[config.mk]
export PLATFORM = sky130hd
export DESIGN_NAME = escaped_frame_sensor_receiver_core
export DESIGN_NICKNAME = d
export VERILOG_FILES = /design/src/rtl/efsr_pkg.sv /design/src/rtl/efsr_front.sv /design/src/rtl/efsr_queue.sv /design/src/rtl/efsr_back.sv /design/src/rtl/escaped_frame_sensor_receiver_core.sv
export SDC_FILE = /design/constraint.sdc
export NUM_CORES = 1
export LEC_CHECK = 0
export BUFFER_PORTS_ARGS = -buffer_cell sky130_fd_sc_hd__clkbuf_2
export CAP_MARGIN = 0
export CORE_MARGIN = 3
export CORE_UTILIZATION = 52
export DETAILED_ROUTE_END_ITERATION = 6
export PLACE_DENSITY = 0.71
export SYNTH_ARGS = -nofsm -noshare
export SYNTH_HDL_FRONTEND = slang
export SYNTH_HIERARCHICAL = 1
export SYNTH_SLANG_ARGS = --single-unit
[constraint.sdc]
create_clock -name clk -period 7.7 [get_ports clk]
set_input_delay 0.77 -clock clk [delete_from_list [all_inputs] [get_ports clk]]
set_output_delay 0.77 -clock clk [all_outputs]
set_load 0.05 [all_outputs]
[src/rtl/efsr_pkg.sv]
// Package for the escaped frame sensor receiver.
// Holds the frame constants, the status codes and the command type passed
// from the front end to the back end. Depends on nothing.
package efsr_pkg;

	// Frame buffer size in bytes and the width of the saturating byte counter
	localparam int BUF_BYTES = 32;
	localparam int CNT_W     = $clog2(BUF_BYTES + 1);

	// Command queue depth between front and back
	localparam int QDEPTH = 4;
	localparam int QPTR_W = $clog2(QDEPTH);
	localparam int QCNT_W = $clog2(QDEPTH + 1);

	// Framing characters
	localparam logic [7:0] CH_ESC   = 8'h5C;
	localparam logic [7:0] CH_START = 8'h24;
	localparam logic [7:0] CH_END   = 8'h2A;

	// Header decode masks
	localparam logic [7:0] HDR_WORD_MASK   = 8'h80;
	localparam logic [3:0] HDR_MUX_MASK    = 4'h0F;
	localparam logic [2:0] HDR_SENSOR_MASK = 3'h7;

	// Result status codes
	localparam logic [1:0] ST_OK       = 2'd0;
	localparam logic [1:0] ST_CHECKSUM = 2'd1;
	localparam logic [1:0] ST_SHORT    = 2'd2;
	localparam logic [1:0] ST_OVERFLOW = 2'd3;

	// Operations the front end hands to the back end
	typedef enum logic [1:0] {
		OP_STORE = 2'd0,
		OP_CLEAR = 2'd1,
		OP_EMIT  = 2'd2
	} op_t;

	typedef struct packed {
		op_t        op;
		logic [7:0] data;
	} cmd_t;

endpackage

[src/rtl/efsr_front.sv]
// Front end: removes byte stuffing and classifies each received byte.
// Produces at most one command per beat for the queue. Uses efsr_pkg.
module efsr_front
	import efsr_pkg::*;
(
	input  logic       clk,
	input  logic       arst_n,
	input  logic       in_valid,
	input  logic       q_full,
	input  logic [7:0] rx_byte,
	output logic       cmd_push,
	output cmd_t       cmd
);

	logic esc_pending_q;
	logic esc_pending_d;
	logic accept;
	logic has_cmd;

	assign accept = in_valid && !q_full;

	// Escape decode
	always_comb begin
		esc_pending_d = esc_pending_q;
		has_cmd       = 1'b0;
		cmd.op        = OP_STORE;
		cmd.data      = rx_byte;
		if (rx_byte == CH_ESC) begin
			if (esc_pending_q) begin
				has_cmd       = 1'b1;
				esc_pending_d = 1'b0;
			end else begin
				esc_pending_d = 1'b1;
			end
		end else if (esc_pending_q) begin
			// unknown escapes are dropped and the escape stays pending
			if (rx_byte == CH_START) begin
				has_cmd       = 1'b1;
				cmd.op        = OP_CLEAR;
				esc_pending_d = 1'b0;
			end else if (rx_byte == CH_END) begin
				has_cmd       = 1'b1;
				cmd.op        = OP_EMIT;
				esc_pending_d = 1'b0;
			end
		end else begin
			has_cmd = 1'b1;
		end
	end

	assign cmd_push = accept && has_cmd;

	always_ff @(posedge clk or negedge arst_n) begin
		if (!arst_n) begin
			esc_pending_q <= 1'b0;
		end else if (accept) begin
			esc_pending_q <= esc_pending_d;
		end
	end

endmodule

[src/rtl/efsr_queue.sv]
// Short command queue between the front end and the back end.
// Register-file FIFO of QDEPTH commands. Uses efsr_pkg.
module efsr_queue
	import efsr_pkg::*;
(
	input  logic clk,
	input  logic arst_n,
	input  logic push,
	input  cmd_t push_cmd,
	input  logic pop,
	output cmd_t head_cmd,
	output logic empty,
	output logic full
);

	cmd_t              mem [QDEPTH];
	logic [QPTR_W-1:0] wr_ptr_q;
	logic [QPTR_W-1:0] rd_ptr_q;
	logic [QCNT_W-1:0] count_q;

	assign empty    = (count_q == '0);
	assign full     = (count_q == QCNT_W'(QDEPTH));
	assign head_cmd = mem[rd_ptr_q];

	// Storage
	always_ff @(posedge clk) begin
		if (push) begin
			mem[wr_ptr_q] <= push_cmd;
		end
	end

	// Pointers and fill count
	always_ff @(posedge clk or negedge arst_n) begin
		if (!arst_n) begin
			wr_ptr_q <= '0;
			rd_ptr_q <= '0;
			count_q  <= '0;
		end else begin
			if (push) begin
				wr_ptr_q <= wr_ptr_q + 1'b1;
			end
			if (pop) begin
				rd_ptr_q <= rd_ptr_q + 1'b1;
			end
			case ({push, pop})
				2'b10:   count_q <= count_q + 1'b1;
				2'b01:   count_q <= count_q - 1'b1;
				default: count_q <= count_q;
			endcase
		end
	end

	a_no_push_full: assert property (@(posedge clk) disable iff (!arst_n)
		!(push && full))
		else $error("queue push while full");

	a_no_pop_empty: assert property (@(posedge clk) disable iff (!arst_n)
		!(pop && empty))
		else $error("queue pop while empty");

	a_count_bound: assert property (@(posedge clk) disable iff (!arst_n)
		count_q <= QCNT_W'(QDEPTH))
		else $error("queue fill count beyond depth");

endmodule

[src/rtl/efsr_back.sv]
// Back end: keeps the frame state, executes queued commands and registers
// one decoded result per frame end. Uses efsr_pkg.
module efsr_back
	import efsr_pkg::*;
(
	input  logic        clk,
	input  logic        arst_n,
	input  cmd_t        head_cmd,
	input  logic        q_empty,
	output logic        pop,
	output logic        out_valid,
	input  logic        out_stall,
	output logic [1:0]  status,
	output logic [3:0]  mux_number,
	output logic [2:0]  sensor_number,
	output logic        is_word,
	output logic [31:0] value_bits
);

	logic [CNT_W-1:0] byte_count_q;
	logic [7:0]       xor_q;
	logic [7:0]       header_q;
	logic [31:0]      payload_q;
	logic             overflow_q;
	logic             out_valid_q;

	logic [1:0]       res_status;
	logic             res_word;
	logic [1:0]       lane;
	logic             is_emit;

	assign is_emit = (head_cmd.op == OP_EMIT);
	// an emit waits for a free output slot; other commands never wait
	assign pop = !q_empty && (!is_emit || !out_valid_q || !out_stall);

	// Byte lane of the payload word: frame byte k goes to lane 4-k
	assign lane = 2'(3'd4 - byte_count_q[2:0]);

	// Frame checks
	always_comb begin
		res_word = (header_q & HDR_WORD_MASK) != 8'h00;
		if (overflow_q) begin
			res_status = ST_OVERFLOW;
		end else if (byte_count_q < CNT_W'(2) || (res_word && byte_count_q < CNT_W'(5))) begin
			res_status = ST_SHORT;
		end else if (xor_q != 8'h00) begin
			res_status = ST_CHECKSUM;
		end else begin
			res_status = ST_OK;
		end
	end

	// Frame state
	always_ff @(posedge clk or negedge arst_n) begin
		if (!arst_n) begin
			byte_count_q <= '0;
			xor_q        <= '0;
			header_q     <= '0;
			payload_q    <= '0;
			overflow_q   <= 1'b0;
		end else if (pop) begin
			case (head_cmd.op)
				OP_STORE: begin
					xor_q <= xor_q ^ head_cmd.data;
					if (byte_count_q == CNT_W'(BUF_BYTES)) begin
						overflow_q <= 1'b1;
					end else begin
						if (byte_count_q == '0) begin
							header_q <= head_cmd.data;
						end else if (byte_count_q <= CNT_W'(4)) begin
							payload_q[{lane, 3'b000} +: 8] <=
								payload_q[{lane, 3'b000} +: 8] | head_cmd.data;
						end
						byte_count_q <= byte_count_q + 1'b1;
					end
				end
				OP_CLEAR: begin
					byte_count_q <= '0;
					xor_q        <= '0;
					header_q     <= '0;
					payload_q    <= '0;
					overflow_q   <= 1'b0;
				end
				default: begin
				end
			endcase
		end
	end

	// Output register handshake
	always_ff @(posedge clk or negedge arst_n) begin
		if (!arst_n) begin
			out_valid_q <= 1'b0;
		end else if (pop && is_emit) begin
			out_valid_q <= 1'b1;
		end else if (!out_stall) begin
			out_valid_q <= 1'b0;
		end
	end

	// Result payload, zeroed on any error
	always_ff @(posedge clk) begin
		if (pop && is_emit) begin
			status        <= res_status;
			mux_number    <= '0;
			sensor_number <= '0;
			is_word       <= 1'b0;
			value_bits    <= '0;
			if (res_status == ST_OK) begin
				mux_number    <= header_q[6:3] & HDR_MUX_MASK;
				sensor_number <= header_q[2:0] & HDR_SENSOR_MASK;
				is_word       <= res_word;
				value_bits    <= res_word ? payload_q : {24'h000000, payload_q[31:24]};
			end
		end
	end

	assign out_valid = out_valid_q;

	a_count_bound: assert property (@(posedge clk) disable iff (!arst_n)
		byte_count_q <= CNT_W'(BUF_BYTES))
		else $error("byte count beyond buffer size");

	a_ovf_full: assert property (@(posedge clk) disable iff (!arst_n)
		overflow_q |-> byte_count_q == CNT_W'(BUF_BYTES))
		else $error("overflow flagged with buffer not full");

	a_held_result: assert property (@(posedge clk) disable iff (!arst_n)
		out_valid_q && out_stall |=> out_valid_q)
		else $error("result dropped while stalled");

endmodule

[src/rtl/escaped_frame_sensor_receiver_core.sv]
// Top level of the escaped frame sensor receiver.
// Connects front end, command queue and back end. Uses efsr_pkg.

// Takes one serial byte per beat and accepts a byte every cycle while the
// four-entry command queue has room. Byte stuffing is removed in the front
// end; the back end keeps the frame state and, on each backslash-star,
// registers one result (status, mux and sensor numbers, value). An accepted
// byte passes through the command queue before it reaches the frame state,
// and a result appears the cycle after its end marker leaves the queue.
// Only end markers wait on a stalled output, so the input stalls only once
// the queue fills behind a held result.
module escaped_frame_sensor_receiver_core
	import efsr_pkg::*;
(
	input  logic        clk,
	input  logic        arst_n,
	input  logic        in_valid,
	output logic        in_stall,
	input  logic [7:0]  rx_byte,
	output logic        out_valid,
	input  logic        out_stall,
	output logic [1:0]  status,
	output logic [3:0]  mux_number,
	output logic [2:0]  sensor_number,
	output logic        is_word,
	output logic [31:0] value_bits
);

	cmd_t front_cmd;
	cmd_t head_cmd;
	logic cmd_push;
	logic cmd_pop;
	logic q_empty;
	logic q_full;

	assign in_stall = q_full;

	efsr_front u_front (
		.clk      (clk),
		.arst_n   (arst_n),
		.in_valid (in_valid),
		.q_full   (q_full),
		.rx_byte  (rx_byte),
		.cmd_push (cmd_push),
		.cmd      (front_cmd)
	);

	efsr_queue u_queue (
		.clk      (clk),
		.arst_n   (arst_n),
		.push     (cmd_push),
		.push_cmd (front_cmd),
		.pop      (cmd_pop),
		.head_cmd (head_cmd),
		.empty    (q_empty),
		.full     (q_full)
	);

	efsr_back u_back (
		.clk           (clk),
		.arst_n        (arst_n),
		.head_cmd      (head_cmd),
		.q_empty       (q_empty),
		.pop           (cmd_pop),
		.out_valid     (out_valid),
		.out_stall     (out_stall),
		.status        (status),
		.mux_number    (mux_number),
		.sensor_number (sensor_number),
		.is_word       (is_word),
		.value_bits    (value_bits)
	);

endmodule

==> results_dict.tcl, run 1 <==
set metrics [dict create \
    status "finished clean" \
    track_usage_pct 19.3 \
    multi_input_area_um2 2420 \
    timing.final.max_slew_violations 0 \
    hold_path_startpoint "u_back/header_q[4]" \
    yosys-mux-area-fraction_pct 14.5 \
    critPathLaunch "u_queue/rd_ptr_q[0]" \
    synth-compound-area-share_pct 6.13 \
    ys.warnings.count 6 \
    initial_cell_density_of_the_core_pct 54.7 \
    postSynthCellCount 487 \
    wire_length_of_the_first_global_routing_pass_um 21300 \
    post_synth_xor_area_fraction_pct 0.780 \
    cts.clk_slew.worst_paths_ns 0.06 \
    end_kind "flop" \
    grt_antenna_before_repair 0 \
    dominant_combinational_cell_family_by_area_after_synthesis "multiplexers" \
    postSynthRegisterBits 146 \
    synth.top_cells.by_area "sky130_fd_sc_hd__edfxtp_1, sky130_fd_sc_hd__dfrtp_1, sky130_fd_sc_hd__mux2_4" \
    num_antenna_cells 0 \
    relSlewSlack_pct 35.9 \
    cts_buffer_depth 2 \
    detail_route.vias_per_cell 5.59 \
    layout-area-overhead-vs-synth_pct 13.2 \
    setup-violations-final 0 \
    latest_clock_arrival_within_the_worst_skew_pair_ns 0.42 \
    final.min_clock_period_ns 3.36 \
    ctsHtreeMaxLevel 4 \
    setup.worst_path.start_class "flop" \
    synthAdderAreaFrac_pct 2.16 \
    r2r_setup_slack_ns 4.34 \
    synth_nets 510 \
    grt_overflow 0 \
    max_freq_mhz 298 \
    synth.avg_cell_area_um2 13.8 \
    floorplan_core_area_um2 12300 \
    synth_cell_types 53 \
    register_area_um2 4060 \
    crit-reg2reg-launch "u_queue/rd_ptr_q[0]" \
    synthSimpleGateAreaFrac_pct 12.2 \
    static-leakage-power_uw 0.00314 \
    ctsRootBufferMaster "sky130_fd_sc_hd__clkbuf_16" \
    timing.hold.worst.class "flop to flop" \
    timing.critical_path.arrival_ns 3.66 \
    cts_tree "done" \
    power_density_nw_per_um2 420 \
    timing.final.ws_setup_ns 4.34 \
    worstMarginPinSlew_ns 0.962 \
    dp_worst_setup_slack_ns 4.18 \
    synthMostInstantiatedCell "sky130_fd_sc_hd__edfxtp_1" \
    synth_area_leader "sky130_fd_sc_hd__edfxtp_1" \
    yosys_most_used_dff "sky130_fd_sc_hd__edfxtp_1" \
    first_pass_iters 4 \
    drive_above_1_share_pct 26.9 \
    grt_setup_unrepaired "no" \
    design_power_total_uw 3210 \
    synthArstFlopShare_pct 43.8 \
    ctsResizeCount 0 \
    port_buffers 55 \
    i_o_pins 56 \
    post-route-period-util_pct 43.6 \
    n_fill_cell 974 \
    synthesis.area_um2 6730 \
    antenna_left 0 \
    floorplan.die.height_um 120 \
    routedWlPerCell_um 18.5 \
    timing_worst_setup_path_type "flop to flop" \
    critical_path_peak_fanout 16 \
    drcViolationCount 0 \
    globalplace.congestion 0.840 \
    postCtsSetupBuffers 0 \
    synthDominantCellAreaShare_pct 36.6 \
    tritoncts_num_sinks 146 \
    synth_enable_flop_cells 82 \
    num_rows 40 \
    timing.hold.ws_ns 0.490 \
    grt_start_max_net_pins 65 \
    max-cap-violations 0 \
    critPathRequiredTime_ns 8.00 \
    setup_total_negative_slack_ns 0 \
    dieArea_um2 14400 \
    hold_viol_final 0 \
    chipWidth_um 120 \
    route.final.wire_length_um 13200 \
    fin_clk_skew_ns 0.00751 \
    ctsHoldBuffers 0 \
    num_vias 3971 \
    grt_pass1_vias 4078 \
    yosysSeqAreaShare_pct 60.3 \
    post_synth_top_cells "sky130_fd_sc_hd__edfxtp_1, sky130_fd_sc_hd__dfrtp_1, sky130_fd_sc_hd__nor2_1" \
    cts_made_buffers 17 \
    max-vdd-ir-drop_uv 341 \
    final_nets 553 \
    post_detail_place_hpwl_um 8720 \
    detailedRoute.firstIterationViolations 273 \
]
## flip-flops by register name (all words and copies together), names as in the netlist, 2 cells and up
register	flops
u_back/byte_count_q	6
u_back/payload_q	32
u_back/sensor_number	3
u_back/header_q	8
u_back/mux_number	4
u_back/value_bits	32
u_queue/count_q	3
u_queue/mem	40
u_back/xor_q	8
u_back/status	2
u_queue/rd_ptr_q	2
u_queue/wr_ptr_q	2
## metal layers
layer,vias to the layer above,part of all wire (%),GRT usage (%)
met5,-,0,0
met4,0,2.1,6.94
met3,27,5.4,5.84
met2,106,48,30.2
met1,1990,45,25.8
li1,1848,-,-
## placed cells by master, fill, tap and decap left out, types with 8 or more instances in the layout
| cell | count |
|---|---|
| sky130_fd_sc_hd__edfxtp_1 | 82 |
| sky130_fd_sc_hd__dfrtp_1 | 64 |
| sky130_fd_sc_hd__clkbuf_2 | 55 |
| sky130_fd_sc_hd__nor2_1 | 53 |
| sky130_fd_sc_hd__and2_1 | 35 |
| sky130_fd_sc_hd__mux2_4 | 28 |
| sky130_fd_sc_hd__nand2_1 | 24 |
| sky130_fd_sc_hd__clkbuf_16 | 17 |
| sky130_fd_sc_hd__o21ai_0 | 15 |
| sky130_fd_sc_hd__mux4_2 | 14 |
| sky130_fd_sc_hd__inv_1 | 13 |
| sky130_fd_sc_hd__mux2i_1 | 12 |
| sky130_fd_sc_hd__a22o_1 | 12 |
| sky130_fd_sc_hd__ha_1 | 10 |
| sky130_fd_sc_hd__a21oi_1 | 8 |
## per-stage QoR
stage	area [µm²]	std cells	util (%)
2_1_floorplan	6730	487	-
3_3_place_gp	7030	679	57.1
3_5_place_dp	7030	679	57.1
4_1_cts	7630	711	61.9
5_1_grt	7630	711	61.9
6_report	7630	711	61.9
## layout make-up
class                   count  share of cell area, %
clock buffers              21                   6.04
clock inverters            11                   1.77
inverters                  13                  0.640
multi-input cells         295                   31.7
flip-flops and latches    146                   53.3
well taps                 168                   2.76
repair buffers             57                   3.81
## where the power goes
group          internal (µW)  switching [µW]
clock network            523             305
logic                    417             780
registers               1030             155
## cell families (layout without fill, tap and decap cells)
group	Yosys count	after routing
compound gates	57	57
fa+ha+maj	11	11
simple gates	159	159
flops	146	146
xor+xnor	6	6
mux	62	62
buf+inv	46	102
## worst max-delay path, cell delays in order (launching register included)
cell	delay, ns
sky130_fd_sc_hd__dfrtp_1	0.80
sky130_fd_sc_hd__mux4_2	0.65
sky130_fd_sc_hd__or2_1	0.47
sky130_fd_sc_hd__a211oi_4	0.42
sky130_fd_sc_hd__a21o_1	0.55
sky130_fd_sc_hd__mux2_4	0.35
## final timing paths
kind / endpoint / depth (start not counted)
min reg2reg: u_back/header_q[4] / 1
max: u_back/payload_q[31] / 5
min: u_back/header_q[4] / 1
max reg2reg: u_back/payload_q[31] / 5
max in group asynchronous: u_back/header_q[6] / 2
min in group asynchronous: u_back/payload_q[12] / 2
Note: power is estimated with default switching activity, not from simulation.
==> inputs of run 2 (changes only) <==
--- a/config.mk
+++ b/config.mk
@@ -10,7 +10,7 @@
 export CORE_MARGIN = 3
 export CORE_UTILIZATION = 52
 export DETAILED_ROUTE_END_ITERATION = 6
-export PLACE_DENSITY = 0.71
+export PLACE_DENSITY = 0.74
 export SYNTH_ARGS = -nofsm -noshare
 export SYNTH_HDL_FRONTEND = slang
 export SYNTH_HIERARCHICAL = 1
==> constraint.sdc (replaced) <==
create_clock -name clk -period 2.8 [get_ports clk]
set_input_delay 0.28 -clock clk [delete_from_list [all_inputs] [get_ports clk]]
set_output_delay 0.28 -clock clk [all_outputs]
set_load 0.05 [all_outputs]
==> results_dict.tcl, run 2 (same netlist as run 1, synthesis figures left out) <==
set metrics [dict create \
    status "finished clean" \
    chipWidth_um 120 \
    globalplace.congestion 0.832 \
    crit_path_cell_trace "mux4_2 -> nor2b_1 -> a31oi_1 -> ha_1 -> inv_1 -> fa_1 -> xor2_1 -> nor2_1 -> xor2_1" \
    cp_num_buf_inv 1 \
    timing.critical_path.arrival_ns 2.93 \
    hold_path_startpoint "out_stall" \
    static-leakage-power_uw 0.00325 \
    post-route-period-util_pct 92.3 \
    cts_made_buffers 17 \
    largest_registers "u_queue/mem: 40 flops, u_back/payload_q: 32 flops, u_back/value_bits: 32 flops" \
    track_usage_pct 20.4 \
    critPathRequiredTime_ns 3.14 \
    setup.worst_path.start_class "flop" \
    grt_antenna_before_repair 0 \
    detailedRoute.firstIterationViolations 306 \
    crit-reg2reg-launch "u_queue/rd_ptr_q[0]" \
    latest_clock_arrival_within_the_worst_skew_pair_ns 0.42 \
    grt_pass1_vias 4256 \
    path_common_cell "sky130_fd_sc_hd__xor2_1" \
    max_freq_mhz 387 \
    floorplan_core_area_um2 12300 \
    final_common_cell "sky130_fd_sc_hd__edfxtp_1" \
    timing.critical_path.slowest_cell_delay_ns 0.56 \
    max-vdd-ir-drop_uv 888 \
    crit_cells 9 \
    i_o_pins 56 \
    timing.hold.worst.class "input pin to flop" \
    dieArea_um2 14400 \
    wire_length_of_the_first_global_routing_pass_um 22500 \
    critical_path_peak_fanout 5 \
    ctsHtreeMaxLevel 4 \
    worstMarginPinSlew_ns 1.24 \
    route.final.wire_length_um 13500 \
    fin_clk_skew_ns 0.00970 \
    max-cap-violations 0 \
    cts_tree "done" \
    register_area_um2 4070 \
    largest_register_ffs 40 \
    setup_total_negative_slack_ns 0 \
    final_nets 576 \
    detail_route.vias_per_cell 5.54 \
    critPathLaunch "u_queue/rd_ptr_q[0]" \
    antenna_left 0 \
    cts_buffer_depth 2 \
    grt_setup_unrepaired "no" \
    drive_above_1_share_pct 30.0 \
    num_vias 4070 \
    num_rows 40 \
    floorplan.die.height_um 120 \
    tritoncts_num_sinks 146 \
    grt_overflow 0 \
    ctsRootBufferMaster "sky130_fd_sc_hd__clkbuf_16" \
    biggest_register "u_queue/mem" \
    setup-violations-final 0 \
    port_buffers 55 \
    end_kind "flop" \
    final.min_clock_period_ns 2.58 \
    num_antenna_cells 0 \
    hold-path-cell-count 2 \
    timing_worst_setup_path_type "flop to flop" \
    critPathTopFamily "adder cells" \
    most_used_cells_in_the_layout_excluding_fill_and_tap_cells "sky130_fd_sc_hd__edfxtp_1, sky130_fd_sc_hd__dfrtp_1, sky130_fd_sc_hd__clkbuf_2" \
    first_pass_iters 5 \
    multi_input_area_um2 2420 \
    design_power_total_uw 9080 \
    hold_viol_final 0 \
    initial_cell_density_of_the_core_pct 54.7 \
    layout-area-overhead-vs-synth_pct 16.1 \
    drcViolationCount 0 \
    post_detail_place_hpwl_um 9080 \
    r2r.worst_path.cells 9 \
    timing.final.max_slew_violations 0 \
    postCtsSetupBuffers 0 \
    routedWlPerCell_um 18.4 \
    grt_start_max_net_pins 44 \
    slowest_stage "sky130_fd_sc_hd__mux4_2" \
    cts.clk_slew.worst_paths_ns 0.06 \
    relSlewSlack_pct 17.0 \
    power_density_nw_per_um2 1160 \
    n_fill_cell 936 \
]
==> run 2: cell types whose count changed in the layout (fill, tap and decap cells not counted) <==
cell / before / now
sky130_fd_sc_hd__dfrtp_2: 0 / 1
sky130_fd_sc_hd__clkbuf_8: 2 / 1
sky130_fd_sc_hd__clkinv_2: 5 / 3
sky130_fd_sc_hd__buf_4: 2 / 23
sky130_fd_sc_hd__dfrtp_1: 64 / 63
sky130_fd_sc_hd__inv_6: 0 / 2
sky130_fd_sc_hd__clkbuf_1: 2 / 1
sky130_fd_sc_hd__clkinvlp_4: 1 / 3
sky130_fd_sc_hd__buf_12: 0 / 1
sky130_fd_sc_hd__dlygate4sd3_1: 0 / 1
==> run 2: power by group <==
group          total (µW)  switching, µW  internal [µW]
Sequential           3120            299           2820
Clock                2280            863           1420
Combinational        3680           2350           1330
Total                9080           3510           5570
==> run 2: final timing paths <==
kind,end,slack (ns)
max,u_queue/count_q[2],0.22
min,u_back/out_valid,0.09
max reg2reg,u_queue/count_q[2],0.22
min reg2reg,u_back/header_q[3],0.49
max in group asynchronous,u_back/header_q[5],1.64
min in group asynchronous,u_back/payload_q[13],0.38
==> run 2: area by class of cell <==
| cell class | instances | area share [%] |
|---|---|---|
| timing repair buffer | 80 | 6.11 |
| tap | 168 | 2.69 |
| multi-input combinational | 295 | 30.9 |
| sequential | 146 | 52.0 |
| clock inverter | 13 | 2.02 |
| clock buffer | 19 | 5.66 |
| inverter | 13 | 0.624 |
==> run 2: layer usage <==
layer | global-route usage, % | share of wire [%] | vias up
met5 | 0 | 0 | -
met4 | 6.87 | 1.7 | 0
met3 | 4.67 | 4.2 | 21
met2 | 33.9 | 50 | 105
met1 | 26.6 | 44 | 2054
li1 | - | - | 1890
==> run 2: timing repair <==
| item | in CTS | in global routing |
|---|---|---|
| hold buffers | 1 | 0 |
| endpoints found under the hold margin | 20 | 0 |
| setup endpoints to repair | 0 | 1 |
| resized for setup | 0 | 1 |
==> run 2: worst reg2reg max path: stages (launching register included) <==
cell and delay [ns]:
sky130_fd_sc_hd__dfrtp_2 0.42, sky130_fd_sc_hd__mux4_2 0.56, sky130_fd_sc_hd__nor2b_1 0.18, sky130_fd_sc_hd__a31oi_1 0.22, sky130_fd_sc_hd__ha_1 0.23, sky130_fd_sc_hd__inv_1 0.07, sky130_fd_sc_hd__fa_1 0.37, sky130_fd_sc_hd__xor2_1 0.16
sky130_fd_sc_hd__nor2_1 0.14, sky130_fd_sc_hd__xor2_1 0.16
==> run 2: through the flow <==
| step | hold slack, ns | instance area [µm²] | instances | setup slack [ns] | util (%) |
|---|---|---|---|---|---|
| final | 0.0872 | 7820 | 734 | 0.215 | 63.5 |
| after detailed placement | 0.303 | 7210 | 701 | 0.175 | 58.5 |
| after floorplan | -0.0156 | 6740 | 487 | 0.166 | - |
| after CTS | 0.0708 | 7820 | 734 | 0.154 | 63.5 |
| after global routing | 0.0940 | 7820 | 734 | 0.0476 | 63.5 |
| after global placement | 0.284 | 7210 | 701 | 0.266 | 58.5 |
==> inputs of run 3 (changes only) <==
--- a/config.mk
+++ b/config.mk
@@ -10,7 +10,9 @@
 export CORE_MARGIN = 3
 export CORE_UTILIZATION = 52
 export DETAILED_ROUTE_END_ITERATION = 6
+export HOLD_SLACK_MARGIN = 0.15
 export PLACE_DENSITY = 0.74
+export REMOVE_ABC_BUFFERS = 1
 export SYNTH_ARGS = -nofsm -noshare
 export SYNTH_HDL_FRONTEND = slang
 export SYNTH_HIERARCHICAL = 1
==> results_dict.tcl, run 3 (same netlist as run 1, synthesis figures left out) <==
set metrics [dict create \
    critPathTopFamily "simple AND/OR/NAND/NOR gates" \
    register_area_um2 4060 \
    grt_start_max_net_pins 35 \
    drcViolationCount 0 \
    tritoncts_num_sinks 146 \
    r2r.worst_path.cells 9 \
    crit_cells 13 \
    r2r_setup_slack_ns 0.20 \
    track_usage_pct 19.6 \
    biggest_register "u_queue/mem" \
    post_detail_place_hpwl_um 8990 \
    static-leakage-power_uw 0.00327 \
    fin_clk_skew_ns 0.00576 \
    routedWlPerCell_um 17.9 \
    grt_pass1_vias 4208 \
    globalplace.congestion 0.809 \
    setup-violations-final 0 \
    crit-reg2reg-launch "u_queue/rd_ptr_q[0]" \
    worst_setup_path_endpoint "u_queue/count_q[2]" \
    postCtsSetupBuffers 0 \
    port_buffers 55 \
    dp_worst_setup_slack_ns 0.181 \
    cts_tree "done" \
    final.min_clock_period_ns 2.70 \
    detail_route.vias_per_cell 5.52 \
    num_antenna_cells 0 \
    first_pass_iters 4 \
    timing_worst_setup_path_type "input pin to flop" \
    i_o_pins 56 \
    initial_cell_density_of_the_core_pct 54.7 \
    cp_num_buf_inv 4 \
    cts_made_buffers 17 \
    crit_path_cell_trace "dlygate4sd3_1 -> clkbuf_2 -> or3b_1 -> a211o_1 -> and3_4 -> nor3_2 -> inv_1 -> ha_1 -> inv_1 -> fa_1 -> xor2_1 -> nor2_1 -> xor2_1" \
    worstMarginPinSlew_ns 0.806 \
    chipWidth_um 120 \
    ctsHtreeMaxLevel 4 \
    post-route-period-util_pct 96.3 \
    final_common_cell "sky130_fd_sc_hd__edfxtp_1" \
    cts_buffer_depth 2 \
    timing.final.ws_setup_ns 0.104 \
    hold_path_startpoint "in_valid" \
    floorplan_core_area_um2 12300 \
    most_used_cells_in_the_layout_excluding_fill_and_tap_cells "sky130_fd_sc_hd__edfxtp_1, sky130_fd_sc_hd__dfrtp_1, sky130_fd_sc_hd__clkbuf_2" \
    floorplan.die.height_um 120 \
    finalNonFillerCells 740 \
    max_freq_mhz 371 \
    critPathRequiredTime_ns 3.10 \
    antenna_left 0 \
    n_fill_cell 928 \
    latest_clock_arrival_within_the_worst_skew_pair_ns 0.41 \
    largest_registers "u_queue/mem: 40 flops, u_back/payload_q: 32 flops, u_back/value_bits: 32 flops" \
    drive_above_1_share_pct 28.7 \
    place_inst 698 \
    multi_input_area_um2 2430 \
    hold_viol_final 0 \
    ctsRootBufferMaster "sky130_fd_sc_hd__clkbuf_16" \
    cts.clk_slew.worst_paths_ns 0.06 \
    timing.hold.worst.class "input pin to flop" \
    route.final.wire_length_um 13300 \
    timing.final.max_slew_violations 0 \
    setup.worst_path.start_class "input pin" \
    critPathLaunch "rx_byte[3]" \
    end_kind "flop" \
    final_nets 582 \
    largest_register_ffs 40 \
    max-cap-violations 0 \
    critical_path_peak_fanout 7 \
    r2r_path_end "u_queue/count_q[2]" \
    slowest_stage "sky130_fd_sc_hd__dlygate4sd3_1" \
    num_vias 4083 \
    detailedRoute.firstIterationViolations 217 \
    wire_length_of_the_first_global_routing_pass_um 21600 \
    num_rows 40 \
    layout-area-overhead-vs-synth_pct 17.0 \
    power_density_nw_per_um2 1130 \
    grt_antenna_before_repair 0 \
    dieArea_um2 14400 \
    grt_overflow 0 \
    timing.critical_path.arrival_ns 2.99 \
    status "finished clean" \
    relSlewSlack_pct 46.3 \
    timing.critical_path.slowest_cell_delay_ns 0.54 \
    max-vdd-ir-drop_uv 588 \
]
run 3: area by class of cell:
| class | count | share of cell area, % |
|---|---|---|
| clock buffer | 21 | 5.59 |
| inverter | 13 | 0.620 |
| sequential | 146 | 51.6 |
| tap | 168 | 2.67 |
| multi-input combinational | 295 | 30.8 |
| clock inverter | 11 | 1.76 |
| timing repair buffer | 86 | 6.93 |
run 3: repair_timing:
| action | in CTS | in global routing |
|---|---|---|
| setup endpoints to repair | 0 | 2 |
| endpoints found under the hold margin | 61 | 0 |
| gates resized for setup | 0 | 2 |
| hold buffers | 10 | 0 |
run 3: how the worst min path moves through the flow:
stage | endpoint | depth (start not counted)
3_5_place_dp | u_queue/count_q[2] | 1
3_3_place_gp | u_queue/count_q[1] | 1
2_1_floorplan | u_back/byte_count_q[0] | 0
6_report | u_front/esc_pending_q | 3
5_1_grt | u_front/esc_pending_q | 3
4_1_cts | u_front/esc_pending_q | 3
run 3: worst min-delay path: stages:
cell,delay [ns]
sky130_fd_sc_hd__clkbuf_2,0.08
sky130_fd_sc_hd__nand2b_1,0.14
sky130_fd_sc_hd__a211o_1,0.14
run 3: routing by layer:
metal	track usage, %	vias to the layer above	routed length (µm)
met1	24.4	2053	5490
met2	32.9	113	6880
met3	5.23	19	667
li1	-	1898	-
met4	7.73	0	231
met5	0	-	0
run 3: metrics by stage:
stage	cell area (µm²)	power [µW]	TNS (ns)	hold slack (ns)	utilization, %
after global routing	7880	9370	-0.0276	0.285	64.0
after floorplan	6520	5720	-18.98	-0.0156	-
after global placement	7190	6620	0	0.413	58.4
final	7880	8930	0	0.260	64.0
after detailed placement	7190	6720	0	0.407	58.4
after CTS	7870	8960	0	0.224	63.9
run 3: report_power, final:
part,switching (µW),leakage (µW),internal [µW]
clock network,823,0.000284,1390
registers,314,0.00162,2820
logic,2290,0.00137,1290
